$ cat config.mk
export PLATFORM = sky130hd
export DESIGN_NAME = bbc_out_fifo
export DESIGN_NICKNAME = d
export VERILOG_FILES = /design/src/hdl/bbc_pkg.sv /design/src/hdl/bbc_out_fifo.sv
export SDC_FILE = /design/constraint.sdc
export NUM_CORES = 1
export LEC_CHECK = 0
export ABC_AREA = 1
export BUFFER_PORTS_ARGS = -buffer_cell sky130_fd_sc_hd__buf_4
export CAP_MARGIN = 10
export CELL_PAD_IN_SITES_DETAIL_PLACEMENT = 0
export CELL_PAD_IN_SITES_GLOBAL_PLACEMENT = 2
export CORE_ASPECT_RATIO = 1.25
export CORE_MARGIN = 3
export CORE_UTILIZATION = 35
export CTS_CLUSTER_SIZE = 40
export DETAILED_ROUTE_END_ITERATION = 16
export GPL_ROUTABILITY_DRIVEN = 1
export PLACE_DENSITY = 0.74
export SYNTH_ARGS = -nofsm -noshare
export SYNTH_HDL_FRONTEND = slang
export SYNTH_SLANG_ARGS = --single-unit
$ cat constraint.sdc
create_clock -name clk -period 1.95 [get_ports clk]
set_clock_uncertainty 0.15 [all_clocks]
set_input_delay 0.2925 -clock clk [delete_from_list [all_inputs] [get_ports clk]]
set_output_delay 0.2925 -clock clk [all_outputs]
set_load 0.02 [all_outputs]
$ cat src/hdl/bbc_pkg.sv
// Shared types, constants and the divisor reciprocal table for the clipped
// 3x3 box blur. No dependencies; used by bbc_mean, bbc_out_fifo and the top level.
`default_nettype none

package bbc_pkg;

  // Register file
  localparam int unsigned CFG_W        = 11;   // width of each config register
  localparam int unsigned CFG_IDX_W    = 1;    // width of the register index
  localparam int unsigned FRAME_WIDTH_RST  = 640;
  localparam int unsigned FRAME_HEIGHT_RST = 480;

  typedef enum logic [CFG_IDX_W-1:0] {
    REG_FRAME_WIDTH  = 1'b0,
    REG_FRAME_HEIGHT = 1'b1
  } cfg_reg_t;

  // Default frame bounds handed to the top level parameters
  localparam int unsigned MAX_WIDTH_DEF  = 1024;
  localparam int unsigned MAX_HEIGHT_DEF = 1024;

  // Pixel and arithmetic widths
  localparam int unsigned CH_W      = 8;          // one color channel
  localparam int unsigned NUM_CH    = 3;
  localparam int unsigned PIX_W     = CH_W * NUM_CH;
  localparam int unsigned SUM_W     = 12;         // 9 * 255 fits
  localparam int unsigned CNT_W     = 4;          // tap count 1..9
  localparam int unsigned RCP_W     = 17;         // reciprocal, up to 2^16
  localparam int unsigned RCP_SHIFT = 16;
  localparam int unsigned PROD_W    = SUM_W + RCP_W;

  // Result queue depth (covers the pipeline latency at full rate)
  localparam int unsigned FIFO_DEPTH = 8;

  // Which taps of the window count for the pixel being averaged
  typedef struct packed {
    logic             top_ok;
    logic             bot_ok;
    logic             left_ok;
    logic             right_ok;
    logic [CNT_W-1:0] cnt;
    logic             last;
  } win_ctl_t;

  // One finished output pixel
  typedef struct packed {
    logic             last;
    logic [PIX_W-1:0] rgb;
  } res_t;

  // ceil(2^16 / n). For sums below 4096 the error term times the sum stays
  // under 2^16, so (sum * recip) >> 16 equals the truncated quotient.
  function automatic logic [RCP_W-1:0] recip(input logic [CNT_W-1:0] cnt);
    logic [RCP_W-1:0] r;
    case (cnt)
      4'd1:    r = 17'd65536;
      4'd2:    r = 17'd32768;
      4'd3:    r = 17'd21846;
      4'd4:    r = 17'd16384;
      4'd6:    r = 17'd10923;
      4'd9:    r = 17'd7282;
      default: r = '0;
    endcase
    return r;
  endfunction

endpackage

`default_nettype wire

$ cat src/hdl/bbc_out_fifo.sv
// Small result queue in flip-flops that decouples the pipeline from the
// output stream. Depends on bbc_pkg (res_t).
`default_nettype none

module bbc_out_fifo #(
  parameter int unsigned DEPTH = 8
) (
  input  wire logic                         clk,
  input  wire logic                         rst_n,
  input  wire logic                         push,
  input  wire bbc_pkg::res_t                din,
  output      logic                         out_valid,
  input  wire logic                         out_ready,
  output      bbc_pkg::res_t                dout,
  output      logic [$clog2(DEPTH+1)-1:0]   cnt
);

  localparam int unsigned PW = (DEPTH > 1) ? $clog2(DEPTH) : 1;
  localparam int unsigned CW = $clog2(DEPTH+1);

  bbc_pkg::res_t   mem_r [DEPTH];
  logic [PW-1:0]   wr_ptr_r;
  logic [PW-1:0]   rd_ptr_r;
  logic [CW-1:0]   cnt_r;
  logic            pop;

  assign pop = out_valid && out_ready;

  // Storage
  always_ff @(posedge clk) begin
    if (push) begin
      mem_r[wr_ptr_r] <= din;
    end
  end

  // Pointers and fill count
  always_ff @(posedge clk) begin
    if (!rst_n) begin
      wr_ptr_r <= '0;
      rd_ptr_r <= '0;
      cnt_r    <= '0;
    end else begin
      if (push) begin
        wr_ptr_r <= (wr_ptr_r == PW'(DEPTH-1)) ? '0 : wr_ptr_r + PW'(1);
      end
      if (pop) begin
        rd_ptr_r <= (rd_ptr_r == PW'(DEPTH-1)) ? '0 : rd_ptr_r + PW'(1);
      end
      cnt_r <= cnt_r + CW'(push) - CW'(pop);
    end
  end

  assign out_valid = (cnt_r != '0);
  assign dout      = mem_r[rd_ptr_r];
  assign cnt       = cnt_r;

endmodule

`default_nettype wire

Word level (Yosys, flattened, before mapping)
Memories as Yosys holds them, arrays and structs flattened. A register that Yosys moved wholly into a read port is not among the register bits.
Index checks and enable logic that the tools add are counted.
{"block": "totals", "mem_bits_rw": 200, "ff_bits": 10, "latch_bits": 0, "elab_cells": 18, "mem_count": 1, "inputBits": 29, "out_inout_bits": 30, "rom_bits": 0}
{"block": "op_classes", "bitwise_logic": 0, "shifts": 0, "n_div": 0, "mux": 6, "multipliers": 0, "n_lt_le_gt_ge": 0, "n_addsub": 4, "n_reduce_logical": 2, "eq_ne": 2}
{"memory": "mem_r", "depth": 8, "width": 25, "read_ports": 1, "rd_clocked_by_memory_dff": 1, "write_ports": 1, "line_no": "bbc_out_fifo.sv:21", "text": "bbc_pkg::res_t mem_r [DEPTH];"}
{"operator": "3-bit 2-to-1 mux", "count": 4}
{"operator": "3-bit by 1-bit adder with 3-bit output (second input constant)", "count": 2}
{"operator": "3-bit equality test (second input constant)", "count": 2}
{"operator": "4-bit by 1-bit adder with 4-bit output", "count": 1}
{"operator": "4-bit nonzero test", "count": 1}
{"operator": "4-bit by 1-bit subtractor with 4-bit output", "count": 1}
{"operator": "1-bit 2-to-1 mux", "count": 2}
{"operator": "1-bit logical AND", "count": 1}

Longest topological paths before layout
{"block": "depth", "ltp_word": 4, "ltp_mapped": 11, "ltp_nobuf": 11}

Least setup slack after synthesis
Ideal clock, no wire load.
{"block": "synth_timing", "kind": "register -> register", "start": "reg cnt_r[2], in the netlist cnt[2]", "end": "reg cnt_r[2], in the netlist cnt[2]", "arrival_ps": 2011, "path_stages_with_launch": 10, "setup_time_ps": 115, "required_time_ps": 1685, "n_path_buf": 0, "slack_ps": -325, "period_less_slack_ps": 2275, "path_cell_list": "dfxtp_1 > inv_1 > ha_1 > nand3_1 > nand3_1 > o21ai_0 > ha_1 > fa_1 > xnor2_1 > nor2_1"}
{"block": "synth_via", "elab_chain_cells": 3, "word_cells_on_any_way": 4, "classes_between": "2 x add/sub; 2 x reduce/logical"}
{"element": "from (decl)", "line_no": "bbc_out_fifo.sv:24", "text": "logic [CW-1:0] cnt_r;"}
{"element": "from (signal assigned)", "line_no": "bbc_out_fifo.sv:49", "text": "cnt_r <= cnt_r + CW'(push) - CW'(pop);"}
{"element": "4-bit nonzero test", "line_no": "bbc_out_fifo.sv:53", "text": "assign out_valid = (cnt_r != '0);"}
{"element": "net out_valid", "line_no": "bbc_out_fifo.sv:12", "text": "output logic out_valid,"}
{"element": "1-bit logical AND", "line_no": "bbc_out_fifo.sv:27", "text": "assign pop = out_valid && out_ready;"}
{"element": "4-bit by 1-bit subtractor with 4-bit output", "line_no": "bbc_out_fifo.sv:49"}
The timed path passes the listed nets, and every way through them passes these cells.
A chain may end at the register's enable or synchronous reset.

==> results.cfg <==
[outcome]
run_status = complete, but fails checks
failing_checks = negative setup slack

[sta]
worst_pin_slew_ns = 0.400
timing.final.crit_period_ns = 2.20
final.period_utilization_pct = 113
timing.final.setup_violations = 25
slew_headroom_pct = 73.3
finalHoldViolations = 0
final-max-slew-violation-count = 0
layout_setup_ws_ns = -0.252
maxClockFrequency_mhz = 454
timing.setup.tns_ns = -5.04
setup_repair_after_global_routing_missed_its_margin = true

[cells_and_area]
layout_overhead_on_the_synthesized_area_pct = 29.4
diodes = 0
layoutNonFillerInstCount = 1426
fraction_of_layout_instances_using_a_drive_strength_above_1_pct = 19.1
stdcell_area_sq_um = 12100
num-nets-final = 1109

[drt]
first_pass_iters = 4
drt_iter0_drc = 274
routed_length_per_placed_instance_um = 15.3
routed_wirelength_um = 21900
antenna_violating_nets_post_route = 0
vias = 6169
drc = 0
route.detailed.vias_per_inst = 4.33

[clock_network]
worstSkewPairLatency_ns = 0.50
clock_tree.buffer_depth = 3
cts_buffers = 23
cts-root-buf = sky130_fd_sc_hd__clkbuf_16
h-tree-depth = 1
worst_setup_hold_path_clk_slew_ns = 0.06
cts_tree = built
number_of_sinks_driven_by_the_clock_tree = 213

[die]
design.die.area_sq_um = 28800
core_area_sq_um = 26200
boundaryPins = 59
rows = 66
width_of_the_die_um = 152
start_util_pct = 35.8
floorplan.die.height_um = 189

[logic_synthesis]
post-synth-top-area-fraction_pct = 64.1
yosys_warnings = 0
post_synth_inst_count = 958
yosys.cell_types.count = 17
net_count_of_the_mapped_netlist = 996
netlist.top_cell.by_area = sky130_fd_sc_hd__edfxtp_1
netlist_area_sq_um = 9370
synth_seq_area_share_pct = 66.9
synth_seq_cells = 213
syn-mean-instance-area_sq_um = 9.78
synth_top_cells_by_area = sky130_fd_sc_hd__edfxtp_1 (64%), sky130_fd_sc_hd__nand2_1 (14%), sky130_fd_sc_hd__inv_1 (8.6%)

[setup_path]
worst-r2r-cell-count = 9
worst_r2r_endpoint = cnt[1]
criticalPathCategory = reg -> out
critPathCaptureType = output pin
start_kind = flop
timing.critical_path.required_ns = 1.51
timing.reg2reg.setup_slack_ns = 0.12
crit_arrival_ns = 1.76
path_max_fanout = 6
rr_startpoint = cnt[2]

[global_route]
grt_use_total_pct = 15.0
grt_pass1_wl_um = 34100
number_of_antenna_violations_at_the_first_check_in_global_routing = 0
pin_count_of_the_biggest_net_entering_global_routing = 41
first_global_vias = 6147
grt_overflow_total = 0

[placed_design]
detailed_place_hpwl_um = 11300
placement.cell_area_sq_um = 10600
dp.cells = 1344
portBuffers = 58
finalWeightedCongestion = 0.714

[power_and_ir_drop]
power.static_leakage_nw = 5.45
power.clock.fraction_pct = 28.7
vdd_ir_drop_max_v = 0.000700
netSwitchingPower_mw = 4.47
p_int_mw = 9.79
power.density_nw_per_um2 = 1180
power.share.sequential_pct = 37.1
power.combinational.fraction_pct = 34.2
switching_share_pct = 31.4

[worst_hold_path]
hold_path_end = wr_ptr_r[0]
timing.hold.worst.class = reg -> reg
holdPathStages = 2
worstHoldStart = wr_ptr_r[0]

[run]
cap_viol_max_count = 0
-- power groups by stage --
stage | Combinational [mW] | Clock (mW) | Sequential [mW]
6_report | 4.88 | 4.09 | 5.29
5_1_grt | 5.37 | 4.41 | 5.31
4_1_cts | 4.70 | 4.23 | 5.29
3_5_place_dp | 4.08 | 0 | 5.38
3_3_place_gp | 4.09 | 0 | 5.37
2_1_floorplan | 2.42 | 0 | 5.38
-- cell usage after synthesis --
| master | number |
|---|---|
| sky130_fd_sc_hd__a21oi_1 | 7 |
| sky130_fd_sc_hd__buf_1 | 3 |
| sky130_fd_sc_hd__buf_2 | 22 |
| sky130_fd_sc_hd__buf_4 | 11 |
| sky130_fd_sc_hd__clkbuf_1 | 3 |
| sky130_fd_sc_hd__dfxtp_1 | 13 |
| sky130_fd_sc_hd__edfxtp_1 | 200 |
| sky130_fd_sc_hd__fa_1 | 1 |
| sky130_fd_sc_hd__ha_1 | 8 |
| sky130_fd_sc_hd__inv_1 | 215 |
| sky130_fd_sc_hd__inv_2 | 3 |
| sky130_fd_sc_hd__nand2_1 | 343 |
| sky130_fd_sc_hd__nand3_1 | 107 |
| sky130_fd_sc_hd__nor2_1 | 17 |
| sky130_fd_sc_hd__o21ai_0 | 2 |
| sky130_fd_sc_hd__or2_2 | 2 |
| sky130_fd_sc_hd__xnor2_1 | 1 |
-- per-layer routing --
| metal | GRT usage [%] | wire, um | share of wire, % |
|---|---|---|---|
| met5 | 0 | 0 | 0 |
| met4 | 4.01 | 399 | 1.8 |
| met3 | 2.58 | 923 | 4.2 |
| met2 | 26.5 | 10700 | 49 |
| met1 | 19.2 | 9810 | 45 |
-- cells in the final DEF (no fill, tap or decap), drive strengths merged --
cell type    netlist  routed
nand2            343     343
inv              218     217
edfxtp           200     200
nand3            107     107
buf               36      96
clkbuf             3      37
dlygate4sd3        0      28
nor2              17      17
dfxtp             13      13
ha                 8       8
a21oi              7       7
clkinv             0       5
o21ai              2       2
or2                2       2
bufinv             0       2
xnor2              1       1
fa                 1       1
-- sequential cells by signal, summed over array words and instances (netlist names), named ones only --
register / count
cnt: 4
mem_r: 200
rd_ptr_r: 3
wr_ptr_r: 3
-- worst max-delay path, stage by stage (launching register included) --
cell and delay, ns:
sky130_fd_sc_hd__dfxtp_4 0.40, sky130_fd_sc_hd__clkinv_8 0.11, sky130_fd_sc_hd__buf_12 0.16, sky130_fd_sc_hd__clkbuf_16 0.16, sky130_fd_sc_hd__nand2_1 0.06, sky130_fd_sc_hd__nand3_1 0.06, sky130_fd_sc_hd__nand2_1 0.07, sky130_fd_sc_hd__nand2_1 0.05
sky130_fd_sc_hd__nand2_2 0.08, sky130_fd_sc_hd__buf_6 0.11
-- final cells by class --
cell class                      instances  area [sq um]
Timing Repair Buffer                  127          1530
Sequential cell                       213          6280
Clock inverter                          6          77.6
Clock buffer                           34           627
Inverter                              218           831
Multi-Input combinational cell        488          2360
Fill cell                            2435         14100
Tap cell                              340           425
-- cells by family after synthesis --
group / share of synthesized area (%)
flops: 66.9
buf+inv: 11.0
simple gates: 20.3
fa+ha+maj: 1.28
compound gates: 0.481
xor+xnor: 0.0935
-- timing repair --
item	CTS	global route
hold endpoints to repair	213	0
resized for setup	49	50
buffers inserted	6	1
pin swaps	5	22
endpoints found under the setup margin	26	27
cloned	5	3
hold buffers	28	0
-- worst max-delay path by stage --
stage	startpoint	to	depth (start not counted)
after floorplan	wr_ptr_r[2]	mem_r[2][0]	3
after global placement	cnt[2]	cnt[2]	9
after detailed placement	cnt[2]	cnt[2]	9
after CTS	flop	dout[3]	8
after global routing	flop	dout[14]	9
final	flop	dout[4]	9
-- metrics by stage --
| stage | util (%) | hold slack [ns] | setup WS, ns | total power [mW] |
|---|---|---|---|---|
| after floorplan | - | 0.241 | -0.148 | 7.80 |
| after global placement | 40.3 | 0.338 | 0.0663 | 9.46 |
| after detailed placement | 40.3 | 0.344 | 0.0591 | 9.46 |
| after CTS | 45.4 | 0.353 | -0.257 | 14.2 |
| after global routing | 46.3 | 0.387 | -0.355 | 15.1 |
| final | 46.3 | 0.354 | -0.252 | 14.3 |
No activity file was read; power rests on OpenSTA's default activity.
