## config.mk

```make
export PLATFORM = sky130hd
export DESIGN_NAME = bbc_mean
export DESIGN_NICKNAME = d
export VERILOG_FILES = /design/src/hdl/bbc_pkg.sv /design/src/hdl/bbc_mean.sv
export SDC_FILE = /design/constraint.sdc
export NUM_CORES = 1
export LEC_CHECK = 0
export BUFFER_PORTS_ARGS = -buffer_cell sky130_fd_sc_hd__clkbuf_2
export CAP_MARGIN = 20
export CORE_UTILIZATION = 50
export CTS_BUF_LIST = sky130_fd_sc_hd__clkbuf_8
export DETAILED_ROUTE_END_ITERATION = 12
export PLACE_DENSITY = 0.76
export SETUP_SLACK_MARGIN = 0.02
export SYNTH_ARGS = -nofsm -noshare
export SYNTH_HDL_FRONTEND = slang
export SYNTH_SLANG_ARGS = --single-unit
```

## constraint.sdc

```tcl
create_clock -name clk -period 17.05 [get_ports clk]
set_input_delay 1.705 -clock clk [delete_from_list [all_inputs] [get_ports clk]]
set_output_delay 1.705 -clock clk [all_outputs]
set_load 0.05 [all_outputs]
```

## src/hdl/bbc_pkg.sv

```systemverilog
// Shared types, constants and the divisor reciprocal table for the clipped
// 3x3 box blur. No dependencies; used by bbc_mean, bbc_out_fifo and the top level.
`default_nettype none

package bbc_pkg;

  // Register file
  localparam int unsigned CFG_W        = 11;   // width of each config register
  localparam int unsigned CFG_IDX_W    = 1;    // width of the register index
  localparam int unsigned FRAME_WIDTH_RST  = 640;
  localparam int unsigned FRAME_HEIGHT_RST = 480;

  typedef enum logic [CFG_IDX_W-1:0] {
    REG_FRAME_WIDTH  = 1'b0,
    REG_FRAME_HEIGHT = 1'b1
  } cfg_reg_t;

  // Default frame bounds handed to the top level parameters
  localparam int unsigned MAX_WIDTH_DEF  = 1024;
  localparam int unsigned MAX_HEIGHT_DEF = 1024;

  // Pixel and arithmetic widths
  localparam int unsigned CH_W      = 8;          // one color channel
  localparam int unsigned NUM_CH    = 3;
  localparam int unsigned PIX_W     = CH_W * NUM_CH;
  localparam int unsigned SUM_W     = 12;         // 9 * 255 fits
  localparam int unsigned CNT_W     = 4;          // tap count 1..9
  localparam int unsigned RCP_W     = 17;         // reciprocal, up to 2^16
  localparam int unsigned RCP_SHIFT = 16;
  localparam int unsigned PROD_W    = SUM_W + RCP_W;

  // Result queue depth (covers the pipeline latency at full rate)
  localparam int unsigned FIFO_DEPTH = 8;

  // Which taps of the window count for the pixel being averaged
  typedef struct packed {
    logic             top_ok;
    logic             bot_ok;
    logic             left_ok;
    logic             right_ok;
    logic [CNT_W-1:0] cnt;
    logic             last;
  } win_ctl_t;

  // One finished output pixel
  typedef struct packed {
    logic             last;
    logic [PIX_W-1:0] rgb;
  } res_t;

  // ceil(2^16 / n). For sums below 4096 the error term times the sum stays
  // under 2^16, so (sum * recip) >> 16 equals the truncated quotient.
  function automatic logic [RCP_W-1:0] recip(input logic [CNT_W-1:0] cnt);
    logic [RCP_W-1:0] r;
    case (cnt)
      4'd1:    r = 17'd65536;
      4'd2:    r = 17'd32768;
      4'd3:    r = 17'd21846;
      4'd4:    r = 17'd16384;
      4'd6:    r = 17'd10923;
      4'd9:    r = 17'd7282;
      default: r = '0;
    endcase
    return r;
  endfunction

endpackage

`default_nettype wire

```

## src/hdl/bbc_mean.sv

```systemverilog
// Masked 3x3 sum and reciprocal divide, two register stages.
// Depends on bbc_pkg (win_ctl_t, res_t, recip).
`default_nettype none

module bbc_mean (
  input  wire logic                                  clk,
  input  wire logic                                  rst_n,
  input  wire logic                                  win_vld,
  input  wire bbc_pkg::win_ctl_t                     win_ctl,
  input  wire logic [8:0][bbc_pkg::PIX_W-1:0]        win,
  output      logic                                  res_vld,
  output      bbc_pkg::res_t                         res,
  output      logic [1:0]                            busy
);

  logic [8:0]                                        use_tap;
  logic [2:0]                                        row_ok;
  logic [2:0]                                        col_ok;
  logic [bbc_pkg::NUM_CH-1:0][bbc_pkg::SUM_W-1:0]    sum_nxt;
  logic [bbc_pkg::NUM_CH-1:0][bbc_pkg::SUM_W-1:0]    sum_r;
  logic [bbc_pkg::CNT_W-1:0]                         cnt_r;
  logic                                              last_r;
  logic                                              sum_vld_r;
  logic [bbc_pkg::RCP_W-1:0]                         rcp;
  logic [bbc_pkg::NUM_CH-1:0][bbc_pkg::PROD_W-1:0]   prod;
  bbc_pkg::res_t                                     res_nxt;
  bbc_pkg::res_t                                     res_r;
  logic                                              res_vld_r;

  // Tap mask: row 0 is the upper line, column 0 the leftmost pixel
  always_comb begin
    row_ok = {win_ctl.bot_ok, 1'b1, win_ctl.top_ok};
    col_ok = {win_ctl.right_ok, 1'b1, win_ctl.left_ok};
    for (int i = 0; i < 3; i++) begin
      for (int j = 0; j < 3; j++) begin
        use_tap[i*3 + j] = row_ok[i] & col_ok[j];
      end
    end
  end

  // Per-channel masked sum
  always_comb begin
    for (int ch = 0; ch < bbc_pkg::NUM_CH; ch++) begin
      sum_nxt[ch] = '0;
      for (int k = 0; k < 9; k++) begin
        if (use_tap[k]) begin
          sum_nxt[ch] = sum_nxt[ch]
                      + bbc_pkg::SUM_W'(win[k][ch*bbc_pkg::CH_W +: bbc_pkg::CH_W]);
        end
      end
    end
  end

  always_ff @(posedge clk) begin
    if (!rst_n) begin
      sum_vld_r <= 1'b0;
    end else begin
      sum_vld_r <= win_vld;
    end
  end

  always_ff @(posedge clk) begin
    if (win_vld) begin
      sum_r  <= sum_nxt;
      cnt_r  <= win_ctl.cnt;
      last_r <= win_ctl.last;
    end
  end

  // Divide by the tap count: multiply by reciprocal, keep the upper bits
  always_comb begin
    rcp = bbc_pkg::recip(cnt_r);
    for (int ch = 0; ch < bbc_pkg::NUM_CH; ch++) begin
      prod[ch] = bbc_pkg::PROD_W'(sum_r[ch]) * bbc_pkg::PROD_W'(rcp);
      res_nxt.rgb[ch*bbc_pkg::CH_W +: bbc_pkg::CH_W] =
        prod[ch][bbc_pkg::RCP_SHIFT +: bbc_pkg::CH_W];
    end
    res_nxt.last = last_r;
  end

  always_ff @(posedge clk) begin
    if (!rst_n) begin
      res_vld_r <= 1'b0;
    end else begin
      res_vld_r <= sum_vld_r;
    end
  end

  always_ff @(posedge clk) begin
    if (sum_vld_r) begin
      res_r <= res_nxt;
    end
  end

  assign res_vld = res_vld_r;
  assign res     = res_r;
  assign busy    = 2'(sum_vld_r) + 2'(res_vld_r);

  // A valid sum never exceeds 255 per counted tap
  a_sum_bound: assert property (@(posedge clk) disable iff (!rst_n)
    sum_vld_r |-> (sum_r[0] <= 12'd255 * 12'(cnt_r)) &&
                  (sum_r[1] <= 12'd255 * 12'(cnt_r)) &&
                  (sum_r[2] <= 12'd255 * 12'(cnt_r)))
    else $error("bbc_mean: channel sum above its tap count bound");

  // Tap count is one of the clipped window sizes
  a_cnt_legal: assert property (@(posedge clk) disable iff (!rst_n)
    sum_vld_r |-> (cnt_r == 4'd1) || (cnt_r == 4'd2) || (cnt_r == 4'd3) ||
                  (cnt_r == 4'd4) || (cnt_r == 4'd6) || (cnt_r == 4'd9))
    else $error("bbc_mean: illegal tap count");

  // Quotient fits in one channel, nothing lost above the kept bits
  a_quot_fits: assert property (@(posedge clk) disable iff (!rst_n)
    sum_vld_r |-> (prod[0][bbc_pkg::PROD_W-1:bbc_pkg::RCP_SHIFT+bbc_pkg::CH_W] == '0) &&
                  (prod[1][bbc_pkg::PROD_W-1:bbc_pkg::RCP_SHIFT+bbc_pkg::CH_W] == '0) &&
                  (prod[2][bbc_pkg::PROD_W-1:bbc_pkg::RCP_SHIFT+bbc_pkg::CH_W] == '0))
    else $error("bbc_mean: quotient overflow");

endmodule

`default_nettype wire

```

# After elaboration in Yosys (flattened, before gate mapping)

Cells that the tools add are included.

Logic and storage cells: 72
Output and inout bits: 28
Register bits after elaboration: 68

$add $sub $neg: 25
Bitwise gates (word level): 4
Eq/ne operators: 6
Mux-type cells: 25
$mul: 3

Operators with widths:

| kind               | number |
|---|---|
| $add 12x8->12      | 23 |
| $mux 12            | 21 |
| $pmux 17 s6        | 1 |
| $mul 12x17->24     | 3 |
| $mux 8             | 3 |
| $add 8x8->9        | 1 |
| $eq 4x2->1 const B | 2 |
| $eq 4x3->1 const B | 2 |
| $and 1x1->1        | 4 |
| $eq 4x1->1 const B | 1 |
| $eq 4x4->1 const B | 1 |
| $add 1x1->2        | 1 |

# Longest topological paths before layout

Gate-level depths: netlist of run 1.

Depth in word-level cells: 17
Mapped depth: 54
Mapped depth without buffers: 50

# Worst setup path after synthesis of run 1

OpenSTA, ideal clock, no wires.

Kind: input to register
Start: input port win_ctl[8] in the netlist's numbering
End: register sum_r[23] in the netlist's numbering, data pin
Path buffers: 4
Data required time: 16.777 ns
Data arrival time: 10.419 ns
Slack: 6.359 ns
Cell stages on the path: 49
Setup time: 0.273 ns
Cell sequence: buf_4 > clkbuf_1 > buf_1 > clkbuf_1 > and3_1 > ha_1 > inv_1 > fa_1 > nor2b_1 > o21bai_1 > a21oi_1 > xnor2_1 > nor2_1 > ha_1 > o21a_1 > o31a_1 > a211oi_1 > a21o_1 > [... 13 more ...] > a21oi_1 > xnor2_1 > mux2i_1 > inv_1 > ha_1 > xnor2_1 > nor2_1 > a21oi_1 > ha_1 > nand3_1 > nand2_1 > a41o_2 > or2b_2 > a311o_1 > nor3_2 > xnor2_1 > or4b_4 > xnor2_1

RTL lines:

| item                 | line           | text |
|---|---|---|
| start, declared      | bbc_mean.sv:9  | `input wire bbc_pkg::win_ctl_t win_ctl,` |
| end signal, assigned | bbc_mean.sv:64 | `sum_r <= sum_nxt;` |
| end, declared        | bbc_mean.sv:20 | `logic [bbc_pkg::NUM_CH-1:0][bbc_pkg::SUM_W-1:0] sum_r;` |

==> impl_metrics.toml, run 1 <==
[job]
drv_cap = 0

[sta]
hold_viol_final = 0
holdWs_ns = 0.426
skew_ns = 0.0117
setup_viol = 0
fmax_ghz = 0.0894
rsz0062_at_grt = "no"
tightest_slew_ns = 1.05
setup_tns_ns = 0
report.final.slew_viol_count = 0
relSlewSlack_pct = 30.2
min_period_ns = 11.19
finalCritPeriodShare_pct = 65.6

[critical_path]
start_kind = "input port"
worstSetupStartpoint = "win_ctl[6]"
cp.arrival_ns = 11.35
crit_path_end_kind = "flip-flop"
crit_top_cell = "ha_1"
critical_path_class = "input port to flip-flop"
cp.required_ns = 17.22
worst-path-max-fanout = 45
cpMaxStageDelayCell = "buf_4"
cp_top_family = "adder cells"
crit_buf_inv = 4
max_stage_delay_ns = 0.52
worstReg2RegStart = "cnt_r[3]"

[final_layout]
multi_input_area_sq_mm = 0.0224
layout.nets = 4248
drive_above_1_share_pct = 10.8
num-fill-cells = 4767
design_area_sq_mm = 0.0289
area_growth_pct = 8.39
seqCellArea_sq_mm = 0.00202
final_util_pct = 54.9

[power_and_ir_drop]
p_per_area_mw_per_mm2 = 97.9
netSwitchingFraction_pct = 52.7
power_leakage_nw = 14.2
intPower_mw = 1.34
switching_power_mw = 1.49
p_seq_share_pct = 12.5
power_frac_clock_pct = 4.5
combinationalPowerShare_pct = 83.0
power_mw = 2.83
vdd_drop_max_mv = 0.0451

[synth]
ys.flop_type = "edfxtp_1"
synth_area_sq_mm = 0.0267
synth_top_cells_by_area = "fa_1 (30%), ha_1 (15%), inv_1 (7.6%), edfxtp_1 (7.4%), xnor2_1 (4.4%)"
synth_compound_area_share_pct = 13.8
synth_fa_ha_area_share_pct = 45.1
syn-instance-count = 3083
netlist.area_leader.share_pct = 30.0
yosysWarnings = 0
ys_top_cells_by_count = "inv_1 (539), fa_1 (399), ha_1 (322)"
ys_ff_latch = 68
ys_seq_area_share_pct = 7.59
syn_avg_cell_area_sq_um = 8.65
yosysMostFrequentCell = "inv_1"
synth_xor_area_share_pct = 6.19
synth_edf_count = 66
netlist.top_cell.by_area = "fa_1"
syn_nets = 4032
ys_types = 89
synth_top_family_by_area = "adder cells"
muxShareOfSynthArea_pct = 2.18
synthArstFlopShare_pct = 0
yosys.area_share.simple_pct = 16.5

[cts]
ctsHoldBuffers = 0
htree_num_levels = 3
post_cts_buffers = 0
cts_root_buffer = "clkbuf_8"
path_clk_slew_ns = 0.08
cts_resized = 0
clockBufferDepth = 2
numCtsBuffers = 9
clock_latency_ns = 0.42
cts_tree = "yes"
cts.sinks = 68

[floorplanning]
fp.dieArea_sq_mm = 0.0542
io_pins = 256
rows = 84
coreArea_sq_mm = 0.0527
die_h_um = 233
die_width_um = 233
start_util_pct = 50.6

[global_route]
grt_max_degree = 57
grt_usage_pct = 26.2
grtUsageMet3_pct = 5.23
antenna_found_initial = 10
grt_pass1_wl_um = 112000
grt-ovfl-total = 0
use_met2_pct = 46.0
grt_pass1_vias = 22300
top_usage_layer = "met2"
gr-usage-met1_pct = 32.5

[drt]
post_drt_wl_per_cell_um = 17.1
final_antenna_net_count = 0
drcViolationCount = 0
drt_iter0_drc = 1152
vias_per_cell = 5.44
drt-total-wl_um = 68500
firstDrtPassIters = 7
vias = 21700

[placed_design]
dpl_cell_area_sq_mm = 0.0287
io_buffers = 255
place.gp.congestion = 0.963
hpwl_um = 59300

[worst_hold_path]
min_from = "last_r"
min_path_type = "flip-flop to flip-flop"

[outcome]
outcome = "complete, no violations"
[state kept, by name, indices dropped and copies added (netlist names)]
name,count
sum_r,36
res_vld,1
res,25
cnt_r,4
sum_vld_r,1
last_r,1
[final cells by class]
type                       count  share of cell area [%]
antenna                        3                  0.0260
clock inverter                 7                   0.152
sequential                    68                    7.00
multi-input combinational   2405                    77.4
inverter                     539                    7.00
clock buffer                   9                   0.429
tap                          688                    2.98
timing repair buffer         276                    4.96
[final timing paths]
check / endpoint / slack [ns] / cells past startpoint
worst max register to register: res[15] / 9.18 / 23
worst min-delay path: res[24] / 0.43 / 0
worst max-delay path: sum_r[10] / 5.86 / 46
worst min register to register: res[24] / 0.43 / 0
[metrics by stage]
stage / worst slack, ns / instances
after floorplan: 6.36 / 3083
after global placement: 5.70 / 3975
after detailed placement: 5.45 / 3975
after CTS: 5.92 / 3991
after global routing: 5.01 / 3993
final: 5.86 / 3995
[routing by layer]
metal / part of all wire, % / up-vias
met1: 42 / 10400
met4: 2.3 / 14
met2: 48 / 633
met5: 0.14 / -
met3: 6.9 / 106
li1: - / 10600
[cell families (layout without fill, tap and decap cells)]
| logic type | after synthesis | after routing |
|---|---|---|
| buffers and inverters | 610 | 831 |
| DFF | 68 | 68 |
| AOI/OAI and AO/OA | 576 | 576 |
| adders and majority gates | 721 | 721 |
| muxes | 55 | 55 |
| other | 0 | 3 |
| xor gates and xnor gates | 183 | 183 |
| and+or+nand+nor | 870 | 870 |
[placed cells by master (no fill, tap or decap), drive strengths merged, types with 5 or more instances in the layout]
cell / instances
a21oi: 162
and2: 172
fa: 399
inv: 539
and3: 28
or3: 19
a21o: 41
nor4: 8
xnor2: 136
nand4: 5
o31a: 9
a211oi: 26
a211o: 7
ha: 322
edfxtp: 66
buf: 21
a31o: 6
o21ai: 150
a31oi: 12
nor3: 51
mux2: 25
clkbuf: 264
nor2: 198
nand2b: 38
o22ai: 8
o31ai: 16
nor2b: 68
o211ai: 9
o21a: 43
nand2: 210
a21boi: 12
mux2i: 30
o21bai: 23
or2: 9
clkinv: 6
nand3: 40
xor2: 46
nor4bb: 5
[power by group through the flow]
stage | Combinational [mW] | Clock (mW) | Sequential [mW]
global placement | 2.27 | 0 | 0.355
detailed placement | 2.34 | 0 | 0.357
finish | 2.35 | 0.127 | 0.355
CTS | 2.35 | 0.132 | 0.353
global route | 2.68 | 0.138 | 0.362
floorplan | 1.79 | 0 | 0.376
No activity file was read; power rests on OpenSTA's default activity.
==> run 2: changes to the inputs <==
--- a/config.mk
+++ b/config.mk
@@ -5,12 +5,13 @@
 export SDC_FILE = /design/constraint.sdc
 export NUM_CORES = 1
 export LEC_CHECK = 0
+export ABC_AREA = 1
 export BUFFER_PORTS_ARGS = -buffer_cell sky130_fd_sc_hd__clkbuf_2
 export CAP_MARGIN = 20
 export CORE_UTILIZATION = 50
 export CTS_BUF_LIST = sky130_fd_sc_hd__clkbuf_8
 export DETAILED_ROUTE_END_ITERATION = 12
-export PLACE_DENSITY = 0.76
+export PLACE_DENSITY = 0.79
 export SETUP_SLACK_MARGIN = 0.02
 export SYNTH_ARGS = -nofsm -noshare
 export SYNTH_HDL_FRONTEND = slang
==> constraint.sdc (replaced) <==
create_clock -name clk -period 9 [get_ports clk]
set_input_delay 0.9 -clock clk [delete_from_list [all_inputs] [get_ports clk]]
set_output_delay 0.9 -clock clk [all_outputs]
set_load 0.05 [all_outputs]
==> run 2 against run 1 <==
Compared with the run above:
- global-route usage up 0.33 points
- synthesized cell count up 12%
- final area up 1.3%
- critical endpoint is now sum_r[11]
- via count up 5.1%
- worst hold slack better by 0.041 ns
- non-clock buffer count up 34
- synthesized area down 0.86%
- clock skew up 0.025 ns
- critical path type unchanged
- first-iteration DRC count up 18%
- clock power up 120%
==> impl_metrics.toml, run 2 <==
[outcome]
outcome = "complete, no violations"

[synth]
ys_top_cells_by_count = "inv_1 (804), nand2_1 (572), fa_1 (399)"
yosysWarnings = 0
ys_types = 55
syn-instance-count = 3467
syn_avg_cell_area_sq_um = 7.62
yosysMostFrequentCell = "inv_1"
syn_nets = 4416
synth_edf_count = 66
synth_top_cells_by_area = "fa_1 (30%), ha_1 (15%), inv_1 (11%), nand2_1 (8.1%), edfxtp_1 (7.5%)"
synthArstFlopShare_pct = 0
ys_seq_area_share_pct = 7.65
netlist.area_leader.share_pct = 30.2
ys_ff_latch = 68
synth_area_sq_mm = 0.0264
ys.flop_type = "edfxtp_1"
netlist.top_cell.by_area = "fa_1"

[global_route]
grt-ovfl-total = 0
antenna_found_initial = 18
grt_pass1_wl_um = 113000
grt_pass1_vias = 23000
grt_max_degree = 45
grt_usage_pct = 26.5

[power_and_ir_drop]
switching_power_mw = 2.93
combinationalPowerShare_pct = 83.7
intPower_mw = 2.39
power_leakage_nw = 15.8
netSwitchingFraction_pct = 55.1
p_per_area_mw_per_mm2 = 182
power_frac_clock_pct = 5.4
p_seq_share_pct = 10.9
vdd_drop_max_mv = 0.0839

[placed_design]
place_ws_ns = -0.0676
place_inst = 4387
place.gp.congestion = 0.957
hpwl_um = 61400
io_buffers = 255

[drt]
vias = 22800
vias_per_cell = 5.17
firstDrtPassIters = 6
drt_iter0_drc = 1357
post_drt_wl_per_cell_um = 15.8
final_antenna_net_count = 0
drt-total-wl_um = 69700
drcViolationCount = 0

[sta]
rsz0062_at_grt = "yes"
hold_viol_final = 0
finalCritPeriodShare_pct = 94.3
holdWs_ns = 0.467
report.final.slew_viol_count = 0
fmax_ghz = 0.118
setup_slack_ns = 0.516
tightest_slew_ns = 1.04
min_period_ns = 8.48
skew_ns = 0.0370
relSlewSlack_pct = 28.9
setup_viol = 0

[critical_path]
cp.arrival_ns = 8.66
cpMaxStageDelayCell = "fa_2"
crit_path_end_kind = "flip-flop"
crit_top_cell = "inv_1"
max_stage_delay_ns = 0.58
start_kind = "input port"
critical_path_class = "input port to flip-flop"
cp.required_ns = 9.17
worst-path-max-fanout = 6

[final_layout]
layout.nets = 4677
final_cell_mix = "inv_1 (805), nand2_1 (571), fa_1 (396)"
stdcell_count = 4416
final_util_pct = 56.6
largest_register_ffs = 36
area_growth_pct = 10.7
top_register = "sum_r"
final_common_cell = "inv_1"
drive_above_1_share_pct = 13.9

[cts]
path_clk_slew_ns = 0.12
cts_tree = "yes"
numCtsBuffers = 9
clockBufferDepth = 2
cts_root_buffer = "clkbuf_8"
clock_latency_ns = 0.44
cts.sinks = 68
htree_num_levels = 3

[floorplanning]
start_util_pct = 51.1
io_pins = 256
die_h_um = 232
fp.dieArea_sq_mm = 0.0538
coreArea_sq_mm = 0.0517
rows = 83
die_width_um = 232

[job]
drv_cap = 0

[worst_hold_path]
min_path_type = "flip-flop to flip-flop"
[run 2: changes by cell type in the layout (fill, tap and decap cells not counted), moves of 33 or more]
cell | previous run | this run
a21oi_1 | 160 | 196
nand2_1 | 210 | 571
nand2b_1 | 38 | 0
nand3_1 | 40 | 101
nor2b_1 | 67 | 0
and2_1 | 169 | 4
buf_4 | 21 | 54
nor2_1 | 197 | 310
nor3_1 | 50 | 15
xnor2_1 | 133 | 50
inv_1 | 539 | 805
nand2_2 | 0 | 52
xor2_1 | 46 | 87
o21a_1 | 43 | 4
[run 2: cells by family (layout without fill, tap and decap cells)]
kind of cell / after synthesis / in the layout / share of synthesized area (%)
compound gates: 499 / 499 / 10.3
xor+xnor: 140 / 140 / 4.64
fa+ha+maj: 721 / 721 / 45.5
buf+inv: 878 / 1144 / 12.5
flops: 68 / 68 / 7.65
other cells: 0 / 3 / 0
simple gates: 1161 / 1161 / 19.4
[run 2: worst paths after layout]
path              depth (start not counted)  startpoint         to  slack [ns]
setup / recovery                         43  win_ctl[6]  sum_r[11]        0.52
hold / removal                            0      last_r    res[24]        0.47
setup reg to reg                         23    cnt_r[3]    res[23]        1.79
hold reg to reg                           0      last_r    res[24]        0.47
[run 2: stage by stage]
step / TNS (ns) / cell area (sq um) / power (mW)
floorplan: 0 / 26500 / 3.88
finish: 0 / 29300 / 5.32
global placement: 0 / 28700 / 4.73
global route: -0.140 / 29200 / 5.97
CTS: 0 / 28900 / 5.18
detailed placement: -0.0864 / 28700 / 4.87
[run 2: repair_timing]
item | CTS | global route
setup buffers | 0 | 10
setup endpoints to repair | 0 | 13
hold buffers | 0 | 0
resized for setup | 0 | 89
[run 2: layer usage]
metal	GRT usage [%]	share of wire [%]
met1	32.9	41
met2	46.2	48
met3	6.59	8.7
met4	6.00	2.1
met5	0	0.32
[run 2: final cells by class]
cell class              count  area (sq um)
flip-flops and latches     68          2020
fillers                  4759         22500
clock inverters             7          76.3
multi-input cells        2521         21400
clock buffers               9           124
well taps                 680           851
diodes                      3          7.51
inverters                 818          3070
repair buffers            310          1690
[run 2: power by group through the flow]
stage          Clock (mW)  Sequential (mW)  Combinational (mW)
2_1_floorplan           0            0.685                3.19
3_3_place_gp            0            0.585                4.15
3_5_place_dp            0            0.588                4.29
4_1_cts             0.290            0.581                4.31
5_1_grt             0.302            0.593                5.07
6_report            0.285            0.582                4.45
[run 2: worst max-delay path: cells and delay by family]
| family | cells | cell delay [ns] |
|---|---|---|
| fa+ha+maj | 9 | 3.69 |
| simple gates | 13 | 1.67 |
| compound gates | 13 | 1.77 |
| buf+inv | 8 | 0.62 |
